File: config.mk
export PLATFORM = sky130hd
export DESIGN_NAME = fcfs_schedule_timing
export DESIGN_NICKNAME = d
export VERILOG_FILES = /design/src/fcfs_pkg.sv /design/src/fcfs_store.sv /design/src/fcfs_timeline.sv /design/src/fcfs_seq.sv /design/src/fcfs_schedule_timing.sv
export VERILOG_INCLUDE_DIRS = /design/src /design/src/src
export SDC_FILE = /design/constraint.sdc
export NUM_CORES = 2
export LEC_CHECK = 0
export BUFFER_PORTS_ARGS = -buffer_cell sky130_fd_sc_hd__buf_2
export CAP_MARGIN = 40
export CORE_MARGIN = 4
export CORE_UTILIZATION = 45
export CTS_BUF_LIST = sky130_fd_sc_hd__clkbuf_4 sky130_fd_sc_hd__clkbuf_8
export CTS_CLUSTER_DIAMETER = 200
export DETAILED_ROUTE_END_ITERATION = 10
export SYNTH_ARGS = -nofsm -noshare
export SYNTH_HDL_FRONTEND = slang
export SYNTH_HIERARCHICAL = 1
export SYNTH_SLANG_ARGS = --single-unit
File: constraint.sdc
create_clock -name clk_i -period 6.7 [get_ports clk_i]
set_input_delay 2.01 -clock clk_i [delete_from_list [all_inputs] [get_ports clk_i]]
set_output_delay 2.01 -clock clk_i [all_outputs]
set_load 0.03 [all_outputs]
File: src/fcfs_schedule_timing_macros.svh
// assertion macros for the fcfs scheduler
`ifndef FCFS_SCHEDULE_TIMING_MACROS_SVH
`define FCFS_SCHEDULE_TIMING_MACROS_SVH

`ifndef SYNTHESIS

`define FCFS_ASSERT_IMP(lbl, clk, rst_n, ante, cons) \
  lbl: assert property (@(posedge clk) disable iff (!rst_n) (ante) |-> (cons)) \
    else $error("fcfs assertion failed");

`define FCFS_ASSERT_NXT(lbl, clk, rst_n, ante, cons) \
  lbl: assert property (@(posedge clk) disable iff (!rst_n) (ante) |=> (cons)) \
    else $error("fcfs assertion failed");

`else

`define FCFS_ASSERT_IMP(lbl, clk, rst_n, ante, cons)

`define FCFS_ASSERT_NXT(lbl, clk, rst_n, ante, cons)

`endif

`endif

File: src/fcfs_pkg.sv
`timescale 1ns / 1ps
`default_nettype none

package fcfs_pkg;

  localparam int unsigned ARR_W        = 16;
  localparam int unsigned BUR_W        = 16;
  localparam int unsigned NUM_W        = 7;
  localparam int unsigned TIME_W       = 23;
  localparam int unsigned SUM_W        = 29;
  localparam int unsigned MAX_JOBS_DEF = 64;

  typedef struct packed {
    logic [ARR_W-1:0] arrival;
    logic [BUR_W-1:0] burst;
  } entry_t;

  typedef enum logic [1:0] {
    ST_LOAD,
    ST_SCAN,
    ST_PREP,
    ST_EMIT
  } state_e;

  // sequencer to timeline strobes
  typedef struct packed {
    logic prep;
    logic emit;
    logic first;
    logic last;
  } tl_ctrl_t;

endpackage

`default_nettype wire

File: src/fcfs_store.sv
`timescale 1ns / 1ps
`default_nettype none

module fcfs_store
  import fcfs_pkg::*;
#(
  parameter int unsigned MAX_JOBS = MAX_JOBS_DEF
) (
  input  wire logic                        clk_i,
  input  wire logic                        wr_en_i,
  input  wire logic [$clog2(MAX_JOBS)-1:0] wr_addr_i,
  input  wire entry_t                      wr_data_i,
  input  wire logic                        rd_en_i,
  input  wire logic [$clog2(MAX_JOBS)-1:0] rd_addr_i,
  output entry_t                           rd_data_o
);

  entry_t mem_q [MAX_JOBS];

  always_ff @(posedge clk_i) begin
    if (wr_en_i) begin
      mem_q[wr_addr_i] <= wr_data_i;
    end
  end

  always_ff @(posedge clk_i) begin
    if (rd_en_i) begin
      rd_data_o <= mem_q[rd_addr_i];
    end
  end

endmodule

`default_nettype wire

File: src/fcfs_timeline.sv
`timescale 1ns / 1ps
`default_nettype none

module fcfs_timeline
  import fcfs_pkg::*;
#(
  parameter int unsigned MAX_JOBS = MAX_JOBS_DEF
) (
  input  wire logic                        clk_i,
  input  wire logic                        rst_ni,
  input  wire tl_ctrl_t                    ctrl_i,
  input  wire logic [ARR_W-1:0]            arrival_i,
  input  wire logic [BUR_W-1:0]            burst_i,
  input  wire logic [$clog2(MAX_JOBS)-1:0] idx_i,
  output logic                             slot_free_o,
  output logic                             out_valid_o,
  input  wire logic                        out_stall_i,
  output logic [NUM_W-1:0]                 job_number_o,
  output logic [ARR_W-1:0]                 arrival_out_o,
  output logic [BUR_W-1:0]                 burst_out_o,
  output logic [TIME_W-1:0]                completion_time_o,
  output logic [TIME_W-1:0]                turnaround_time_o,
  output logic [TIME_W-1:0]                waiting_time_o,
  output logic [SUM_W-1:0]                 turnaround_sum_o,
  output logic [SUM_W-1:0]                 waiting_sum_o,
  output logic                             final_result_o
);

  localparam int unsigned IW  = $clog2(MAX_JOBS);
  localparam int unsigned CNW = $clog2(MAX_JOBS + 1);
  // clock never exceeds the latest arrival plus every burst
  localparam int unsigned CW  = ARR_W + CNW;

  logic [CW-1:0]    clock_q, clock_d;
  logic [CW-1:0]    start_q, start_d;
  logic [CW-1:0]    wait_q, wait_d;
  logic [ARR_W-1:0] arr_q;
  logic [BUR_W-1:0] bur_q;
  logic [IW-1:0]    idx_q;
  logic [SUM_W-1:0] tacc_q, tacc_d;
  logic [SUM_W-1:0] wacc_q, wacc_d;
  logic             valid_q, valid_d;
  logic [CW-1:0]    base;
  logic [CW-1:0]    done;
  logic [CW-1:0]    turn;

  assign slot_free_o = !valid_q || !out_stall_i;
  assign out_valid_o = valid_q;

  always_comb begin
    base    = ctrl_i.first ? '0 : clock_q;
    start_d = (base < CW'(arrival_i)) ? CW'(arrival_i) : base;
    wait_d  = start_d - CW'(arrival_i);
    done    = start_q + CW'(bur_q);
    turn    = wait_q + CW'(bur_q);
    clock_d = clock_q;
    tacc_d  = tacc_q;
    wacc_d  = wacc_q;
    valid_d = valid_q && out_stall_i;
    if (ctrl_i.prep && ctrl_i.first) begin
      tacc_d = '0;
      wacc_d = '0;
    end
    if (ctrl_i.emit) begin
      clock_d = done;
      tacc_d  = tacc_q + SUM_W'(turn);
      wacc_d  = wacc_q + SUM_W'(wait_q);
      valid_d = 1'b1;
    end
  end

  always_ff @(posedge clk_i or negedge rst_ni) begin
    if (!rst_ni) begin
      clock_q <= '0;
      tacc_q  <= '0;
      wacc_q  <= '0;
      valid_q <= 1'b0;
    end else begin
      clock_q <= clock_d;
      tacc_q  <= tacc_d;
      wacc_q  <= wacc_d;
      valid_q <= valid_d;
    end
  end

  always_ff @(posedge clk_i) begin
    if (ctrl_i.prep) begin
      start_q <= start_d;
      wait_q  <= wait_d;
      arr_q   <= arrival_i;
      bur_q   <= burst_i;
      idx_q   <= idx_i;
    end
    if (ctrl_i.emit) begin
      job_number_o      <= NUM_W'(CNW'(idx_q) + CNW'(1));
      arrival_out_o     <= arr_q;
      burst_out_o       <= bur_q;
      completion_time_o <= TIME_W'(done);
      turnaround_time_o <= TIME_W'(turn);
      waiting_time_o    <= TIME_W'(wait_q);
      turnaround_sum_o  <= tacc_d;
      waiting_sum_o     <= wacc_d;
      final_result_o    <= ctrl_i.last;
    end
  end

endmodule

`default_nettype wire

File: src/fcfs_seq.sv
`timescale 1ns / 1ps
`default_nettype none

`include "fcfs_schedule_timing_macros.svh"

module fcfs_seq
  import fcfs_pkg::*;
#(
  parameter int unsigned MAX_JOBS = MAX_JOBS_DEF
) (
  input  wire logic                        clk_i,
  input  wire logic                        rst_ni,
  input  wire logic                        in_valid_i,
  output logic                             in_stall_o,
  input  wire logic                        last_job_i,
  output logic                             wr_en_o,
  output logic [$clog2(MAX_JOBS)-1:0]      wr_addr_o,
  output logic                             rd_en_o,
  output logic [$clog2(MAX_JOBS)-1:0]      rd_addr_o,
  input  wire entry_t                      rd_data_i,
  input  wire logic                        slot_free_i,
  output tl_ctrl_t                         ctrl_o,
  output logic [ARR_W-1:0]                 arrival_o,
  output logic [BUR_W-1:0]                 burst_o,
  output logic [$clog2(MAX_JOBS)-1:0]      idx_o
);

  localparam int unsigned IW  = $clog2(MAX_JOBS);
  localparam int unsigned CNW = $clog2(MAX_JOBS + 1);
  localparam int unsigned KW  = ARR_W + IW;

  state_e         state_q, state_d;
  logic [CNW-1:0] cnt_q, cnt_d;
  logic [CNW-1:0] iss_q, iss_d;
  logic [CNW-1:0] pos_q, pos_d;
  logic           pend_q, pend_d;
  logic [IW-1:0]  pidx_q, pidx_d;
  logic [KW-1:0]  last_key_q, last_key_d;
  logic           have_last_q, have_last_d;
  logic [KW-1:0]  best_key_q, best_key_d;
  logic [BUR_W-1:0] best_bur_q, best_bur_d;
  logic           have_best_q, have_best_d;
  logic [KW-1:0]  key;
  logic           cand;
  logic           accept;
  logic           final_job;

  // key ties on arrival resolve by load position, giving a stable order
  assign key       = {rd_data_i.arrival, pidx_q};
  assign cand      = (!have_last_q || key > last_key_q) && (!have_best_q || key < best_key_q);
  assign accept    = in_valid_i && !in_stall_o;
  assign final_job = (pos_q + CNW'(1)) == cnt_q;

  assign arrival_o = best_key_q[KW-1 -: ARR_W];
  assign idx_o     = best_key_q[IW-1:0];
  assign burst_o   = best_bur_q;
  assign wr_addr_o = cnt_q[IW-1:0];
  assign rd_addr_o = iss_q[IW-1:0];

  always_comb begin
    state_d     = state_q;
    cnt_d       = cnt_q;
    iss_d       = iss_q;
    pos_d       = pos_q;
    pend_d      = 1'b0;
    pidx_d      = pidx_q;
    last_key_d  = last_key_q;
    have_last_d = have_last_q;
    best_key_d  = best_key_q;
    best_bur_d  = best_bur_q;
    have_best_d = have_best_q;
    in_stall_o  = 1'b1;
    wr_en_o     = 1'b0;
    rd_en_o     = 1'b0;
    ctrl_o      = '0;
    ctrl_o.first = (pos_q == '0);
    ctrl_o.last  = final_job;
    case (state_q)
      ST_LOAD: begin
        in_stall_o = 1'b0;
        if (accept) begin
          wr_en_o = 1'b1;
          cnt_d   = cnt_q + CNW'(1);
          if (last_job_i || (cnt_q + CNW'(1)) == CNW'(MAX_JOBS)) begin
            state_d     = ST_SCAN;
            iss_d       = '0;
            pos_d       = '0;
            have_last_d = 1'b0;
            have_best_d = 1'b0;
          end
        end
      end
      ST_SCAN: begin
        if (iss_q != cnt_q) begin
          rd_en_o = 1'b1;
          iss_d   = iss_q + CNW'(1);
          pend_d  = 1'b1;
          pidx_d  = iss_q[IW-1:0];
        end else if (!pend_q) begin
          state_d = ST_PREP;
        end
        if (pend_q && cand) begin
          best_key_d  = key;
          best_bur_d  = rd_data_i.burst;
          have_best_d = 1'b1;
        end
      end
      ST_PREP: begin
        ctrl_o.prep = 1'b1;
        state_d     = ST_EMIT;
      end
      ST_EMIT: begin
        if (slot_free_i) begin
          ctrl_o.emit = 1'b1;
          last_key_d  = best_key_q;
          have_last_d = 1'b1;
          have_best_d = 1'b0;
          iss_d       = '0;
          pos_d       = pos_q + CNW'(1);
          if (final_job) begin
            state_d = ST_LOAD;
            cnt_d   = '0;
          end else begin
            state_d = ST_SCAN;
          end
        end
      end
      default: begin
        state_d = ST_LOAD;
      end
    endcase
  end

  always_ff @(posedge clk_i or negedge rst_ni) begin
    if (!rst_ni) begin
      state_q     <= ST_LOAD;
      cnt_q       <= '0;
      iss_q       <= '0;
      pos_q       <= '0;
      pend_q      <= 1'b0;
      have_last_q <= 1'b0;
      have_best_q <= 1'b0;
    end else begin
      state_q     <= state_d;
      cnt_q       <= cnt_d;
      iss_q       <= iss_d;
      pos_q       <= pos_d;
      pend_q      <= pend_d;
      have_last_q <= have_last_d;
      have_best_q <= have_best_d;
    end
  end

  always_ff @(posedge clk_i) begin
    pidx_q     <= pidx_d;
    last_key_q <= last_key_d;
    best_key_q <= best_key_d;
    best_bur_q <= best_bur_d;
  end

  `FCFS_ASSERT_IMP(a_emit_slot, clk_i, rst_ni, ctrl_o.emit, slot_free_i)
  `FCFS_ASSERT_IMP(a_scan_bound, clk_i, rst_ni, state_q == ST_SCAN, iss_q <= cnt_q)
  `FCFS_ASSERT_NXT(a_prep_emit, clk_i, rst_ni, state_q == ST_PREP, state_q == ST_EMIT)
  `FCFS_ASSERT_IMP(a_pick_found, clk_i, rst_ni, state_q == ST_SCAN && state_d == ST_PREP,
                   have_best_q)
  `FCFS_ASSERT_IMP(a_pos_bound, clk_i, rst_ni, state_q != ST_LOAD, pos_q < cnt_q)

endmodule

`default_nettype wire

File: src/fcfs_schedule_timing.sv
`timescale 1ns / 1ps
`default_nettype none

// first-come-first-served scheduler: jobs are loaded one per input transfer
// until last_job_i or until MAX_JOBS are held, then the set is ordered by
// arrival (ties keep load order) and one result per job is sent in schedule
// order. the selection of each job is a scan of the whole job memory
// through its single read port and one key comparator, so every result
// waits for a full scan plus any output stall; no input is taken while a
// set is being scheduled. the output register lets a new load start while
// the final result of the previous set is still waiting.
module fcfs_schedule_timing
  import fcfs_pkg::*;
#(
  parameter int unsigned MAX_JOBS = MAX_JOBS_DEF
) (
  input  wire logic              clk_i,
  input  wire logic              rst_ni,
  input  wire logic              in_valid_i,
  output logic                   in_stall_o,
  input  wire logic [ARR_W-1:0]  arrival_time_i,
  input  wire logic [BUR_W-1:0]  burst_length_i,
  input  wire logic              last_job_i,
  output logic                   out_valid_o,
  input  wire logic              out_stall_i,
  output logic [NUM_W-1:0]       job_number_o,
  output logic [ARR_W-1:0]       arrival_out_o,
  output logic [BUR_W-1:0]       burst_out_o,
  output logic [TIME_W-1:0]      completion_time_o,
  output logic [TIME_W-1:0]      turnaround_time_o,
  output logic [TIME_W-1:0]      waiting_time_o,
  output logic [SUM_W-1:0]       turnaround_sum_o,
  output logic [SUM_W-1:0]       waiting_sum_o,
  output logic                   final_result_o
);

  localparam int unsigned IW = $clog2(MAX_JOBS);

  logic             wr_en;
  logic [IW-1:0]    wr_addr;
  logic             rd_en;
  logic [IW-1:0]    rd_addr;
  entry_t           wr_data;
  entry_t           rd_data;
  logic             slot_free;
  tl_ctrl_t         ctrl;
  logic [ARR_W-1:0] sel_arrival;
  logic [BUR_W-1:0] sel_burst;
  logic [IW-1:0]    sel_idx;

  assign wr_data.arrival = arrival_time_i;
  assign wr_data.burst   = burst_length_i;

  fcfs_store #(
    .MAX_JOBS (MAX_JOBS)
  ) u_store (
    .clk_i     (clk_i),
    .wr_en_i   (wr_en),
    .wr_addr_i (wr_addr),
    .wr_data_i (wr_data),
    .rd_en_i   (rd_en),
    .rd_addr_i (rd_addr),
    .rd_data_o (rd_data)
  );

  fcfs_timeline #(
    .MAX_JOBS (MAX_JOBS)
  ) u_timeline (
    .clk_i             (clk_i),
    .rst_ni            (rst_ni),
    .ctrl_i            (ctrl),
    .arrival_i         (sel_arrival),
    .burst_i           (sel_burst),
    .idx_i             (sel_idx),
    .slot_free_o       (slot_free),
    .out_valid_o       (out_valid_o),
    .out_stall_i       (out_stall_i),
    .job_number_o      (job_number_o),
    .arrival_out_o     (arrival_out_o),
    .burst_out_o       (burst_out_o),
    .completion_time_o (completion_time_o),
    .turnaround_time_o (turnaround_time_o),
    .waiting_time_o    (waiting_time_o),
    .turnaround_sum_o  (turnaround_sum_o),
    .waiting_sum_o     (waiting_sum_o),
    .final_result_o    (final_result_o)
  );

  fcfs_seq #(
    .MAX_JOBS (MAX_JOBS)
  ) u_seq (
    .clk_i       (clk_i),
    .rst_ni      (rst_ni),
    .in_valid_i  (in_valid_i),
    .in_stall_o  (in_stall_o),
    .last_job_i  (last_job_i),
    .wr_en_o     (wr_en),
    .wr_addr_o   (wr_addr),
    .rd_en_o     (rd_en),
    .rd_addr_o   (rd_addr),
    .rd_data_i   (rd_data),
    .slot_free_i (slot_free),
    .ctrl_o      (ctrl),
    .arrival_o   (sel_arrival),
    .burst_o     (sel_burst),
    .idx_o       (sel_idx)
  );

endmodule

`default_nettype wire
# --- Word-level counts from Yosys, hierarchy flattened ---
# Memories as Yosys holds them, arrays and structs flattened. A register that Yosys moved wholly into a read port is not among the register bits.
# Cells that the tools add are included.
word_totals:
  reg_bits: 425
  latchBits: 0
  ramBits: 2048
  mem_bits_ro: 0
  input_bits: 37
  out_inout_bits: 169
  wordCells: 123
  mem_count: 1
memory_table:
  columns: ["name", "depth", "width", "read_ports", "rd_clocked_by_memory_dff", "wr", "line_no", "rtl"]
  rows:
  - ["u_store.mem_q", 64, 32, 1, 1, 1, "fcfs_store.sv:18", "entry_t mem_q [MAX_JOBS];"]
op_classes:
  n_addsub: 9
  multipliers: 0
  div_mod_pow: 0
  magnitude_cmp: 3
  n_eq_ne: 14
  n_shift: 0
  n_mux: 42
  bitwise_logic: 0
  n_reduce_logical: 25
ops:
  columns: ["op", "n"]
  rows:
  - ["$mux W29", 4]
  - ["$add A29 B23 Y29", 2]
  - ["$mux W7", 8]
  - ["$add A23 B16 Y23", 2]
  - ["$mux W23", 2]
  - ["$pmux W7 S2", 2]
  - ["$lt A23 B16 Y1", 1]
  - ["$sub A23 B16 Y23", 1]
  - ["$gt A22 B22 Y1", 1]
  - ["$lt A22 B22 Y1", 1]
  - ["$add A7 B1 Y7 const B", 3]
  - ["$pmux W7 S3", 1]
  - ["$mux W1", 17]
  - ["$reduce_and A5 Y1", 3]
  - ["$mux W2", 5]
  - ["$ne A2 B1 Y1 const B", 4]
  - ["$ne A2 B2 Y1 const B", 4]
  - ["$pmux W2 S4", 1]
  - ["$reduce_and A4 Y1", 2]
  - ["$add A6 B1 Y7 const B", 1]
  - ["$eq A7 B7 Y1", 1]
  - ["$eq A7 B7 Y1 const B", 1]
  - ["$logic_not A7 Y1", 1]
  - ["$ne A7 B7 Y1", 1]
  - ["other kinds (11)", 24]

# --- Depth between registers and ports, before layout ---
logic_depth:
  word_depth: 6
  depth_mapped: 25
  mapped_depth_nobuf: 22

# --- Cells and area by module ---
# Netlist, hierarchy kept.
modules_own_cells:
  columns: ["module", "n_inst", "cells_per_inst", "area_per_inst_um2", "seq_area_each_um2"]
  rows:
  - ["fcfs_store", 1, 3324, 78835.6, 62459.9]
  - ["fcfs_timeline", 1, 1381, 16913.7, 9589.2]
  - ["fcfs_seq", 1, 420, 4971.0, 2632.5]

# --- Least setup slack after synthesis ---
# Ideal clock, no wire load.
synth_path:
  kind: "in2reg"
  start: "input out_stall_i"
  end: "register u_timeline.waiting_sum_o[28] (data pin)"
  setup_time_ns: 0.266
  arrival_time_ns: 7.929
  t_required_ns: 6.434
  slack_ns: -1.495
  path_stages: 9
  path_buffers: 0
  path_cell_list: "nand2_1 > and2_1 > nand3_1 > nor2_1 > and2_1 > nand3_1 > nor3_1 > a21oi_1 > mux2i_1"
synth_rtl:
  columns: ["item", "line_no", "rtl"]
  rows:
  - ["start: declaration", "fcfs_schedule_timing.sv:25", "input wire logic out_stall_i,"]
  - ["end signal: assignment", "fcfs_timeline.sv:102", "waiting_sum_o <= wacc_d;"]
  - ["end: declaration", "fcfs_timeline.sv:25", "output logic [SUM_W-1:0] waiting_sum_o,"]

==> metrics.yaml <==
clock_path_buffers: 4
status: "complete, no violations"
worst_path_max_delay_cell: "or4b_2"
period_share: 0.914
ys_ff_latch: 2505
rsz0062_at_grt: "false"
grt_pass1_vias: 52800
synth.area.top_cells: "edfxtp_1 71%, mux4_2 12%, dfrtp_1 2.7%"
hold_buffers: 0
drt-initial-drc-count: 5537
gp_congestion: 0.871
dpl_cell_area_um2: 107000
cts_max_level: 5
globalRouteOverflowTotal: 0
grt_max_degree: 113
synth_common_cells: "2,397 x edfxtp_1, 544 x mux4_2, 209 x nor2_1"
drt-vias-per-instance: 5.83
ys_types: 103
end_kind: "register"
dieArea_um2: 231000
portBuffers: 205
drt-total-wl_um: 259000
min_period_ns: 6.13
crit_path_max_incr_delay_ns: 0.60
die_y_um: 481
design_area_um2: 114000
worstMarginPinSlew_ns: 0.971
max_slew_margin: 0.351
core_area_um2: 223000
hp-class: "reg2reg"
start_util: 0.453
drv_slew: 0
ant_nets: 0
dr.pass1.iters: 6
worstSetupStartpointType: "register"
synth_area_um2: 101000
wire_per_inst_um: 28.8
hold_viol_final: 0
cts_sinks: 2505
dp.final_hpwl_um: 155000
nets: 5902
io_pins: 206
peakVddDrop_uv: 177
fillCellCount: 18000
clk_latency_ns: 1.10
yosysSeqAreaShare: 0.741
critPathKind: "reg2reg"
critPathMaxFanout: 18
clk_pin_slew_ns: 0.06
die_width_um: 481
grt_pass1_wl_um: 372000
skew_ns: 0.104
synth_top_cell_area_share: 0.715
synth_flop_cell: "edfxtp_1"
avgSynthCellArea_um2: 19.7
crit_chain: "inv_1, ha_1, or4b_2, nor3_2, buf_4, nor2b_1, ha_1, nand4_1, nor4_1, o211ai_1, o21ai_4, buf_4, mux2i_1, ha_1, fa_1, nor2b_1, o2111ai_1, a21boi_1, o311a_1, a31o_2, nor3_1, a211oi_1"
arrival_ns: 6.99
path_common_cell: "ha_1"
powerDensity_nw_per_um2: 265
syn-num-nets: 5329
drive_gt1_frac: 0.284
grt_usage: 0.223
clock.fmax_mhz: 163
antenna_found_initial: 14
rows: 173
yosysWarnings: 6
drc: 0
setup-tns-final_ns: 0
yosys.area.top_type: "edfxtp_1"
synthArstFlopShare: 0.0431
numCtsBuffers: 416
area_growth_pct: 13.7
post-cts-setup-buffers: 0
crit_required_ns: 7.57
vias: 52400
synth_edf_count: 2397
root_buffer: "clkbuf_8"
max_cap_viol_count: 0
setup_viol: 0
synth.most_common_cell: "edfxtp_1"
p_leak_uw: 0.0370
synth_cells: 5125
cts_tree: "done"
logic make-up after synthesis:
| family | share of synthesized area |
|---|---|
| xor+xnor | 0.00940 |
| mux | 0.137 |
| flops | 0.741 |
| fa+ha+maj | 0.0211 |
| compound gates | 0.0452 |
| simple gates | 0.0305 |
| buf+inv | 0.0154 |
flip-flops by register name (all words and copies together), names as in the netlist, 29 cells and up:
name,cells
u_timeline/turnaround_sum_o,29
u_store/rd_data_o,32
u_timeline/waiting_sum_o,29
u_store/mem_q,2048
u_timeline/wacc_q,29
u_timeline/tacc_q,29
final cells by class:
type | instances | area (um^2) | area share
multi-input combinational | 2277 | 25000 | 0.219
inverter | 111 | 417 | 0.00364
clock buffer | 561 | 6930 | 0.0605
tap | 2975 | 3720 | 0.0325
timing repair buffer | 387 | 2720 | 0.0237
antenna | 3 | 7.51 | 0.0000656
sequential | 2505 | 74700 | 0.653
clock inverter | 169 | 966 | 0.00844
critical path, delay by kind of cell, from the launching register on:
kind                       cells  cell delay (ns)
DFF                            1             0.45
buffers and inverters          3             0.61
AOI/OAI and AO/OA              7             1.94
adders and majority gates      4             1.16
muxes                          1             0.08
and+or+nand+nor                7             1.63
repair_timing:
item	CTS	global route
endpoints found under the setup margin	0	1
endpoints found under the hold margin	0	0
gates resized for setup	0	1
metrics by stage:
| stage | util | hold slack, ns | instances | setup slack, ns | power [uW] |
|---|---|---|---|---|---|
| floorplan | - | 0.400 | 5125 | 0.765 | 17400 |
| global placement | 0.478 | 0.401 | 8238 | 0.606 | 17700 |
| detailed placement | 0.479 | 0.405 | 8253 | 0.593 | 17700 |
| CTS | 0.514 | 0.388 | 8983 | 0.464 | 30600 |
| global route | 0.514 | 0.406 | 8988 | 0.162 | 31400 |
| finish | 0.514 | 0.403 | 8988 | 0.575 | 30300 |
metal layers:
layer / wire (um) / GRT usage / up-vias
li1: - / - / 22300
met1: 110000 / 0.321 / 27500
met2: 117000 / 0.332 / 2274
met3: 25100 / 0.0648 / 364
met4: 6910 / 0.0676 / 2
met5: 7 / 0 / -
layout by cell type (no fill, tap or decap), types with 87 or more instances in the layout:
| cell type | n |
|---|---|
| edfxtp_1 | 2397 |
| clkbuf_8 | 434 |
| inv_1 | 108 |
| ha_1 | 161 |
| a21oi_1 | 170 |
| dfrtp_1 | 104 |
| clkbuf_4 | 127 |
| o22ai_1 | 87 |
| mux2i_1 | 113 |
| buf_4 | 155 |
| nand2_1 | 151 |
| mux4_2 | 544 |
| buf_2 | 205 |
| clkinv_1 | 98 |
| nor2_1 | 146 |
worst paths after layout:
kind | slack [ns] | depth (start not counted) | endpoint | from
worst max-delay path | 0.57 | 22 | u_timeline/wait_q[20]$_DFFE_PP_ | u_seq/pos_q[0]$_DFFE_PN0P_
max in group asynchronous | 4.78 | 2 | u_timeline/wacc_q[25]$_DFF_PN0_ | rst_ni
worst min-delay path | 0.40 | 0 | u_seq/burst_o[6]$_DFFE_PP_ | u_store/rd_data_o[6]$_DFFE_PP_
worst min register to register | 0.40 | 0 | u_seq/burst_o[6]$_DFFE_PP_ | u_store/rd_data_o[6]$_DFFE_PP_
min in group asynchronous | 0.89 | 1 | u_timeline/clock_q[1]$_DFFE_PN0P_ | rst_ni
worst max register to register | 0.57 | 22 | u_timeline/wait_q[20]$_DFFE_PP_ | u_seq/pos_q[0]$_DFFE_PN0P_
report_power, final:
group          leakage [uW]  internal (uW)      switching (uW)
Combinational       0.00996           21.2                 254
Sequential           0.0228          17100  0.0000000000000202
Clock               0.00421           6980                5920
Note: power is estimated with default switching activity, not from simulation.
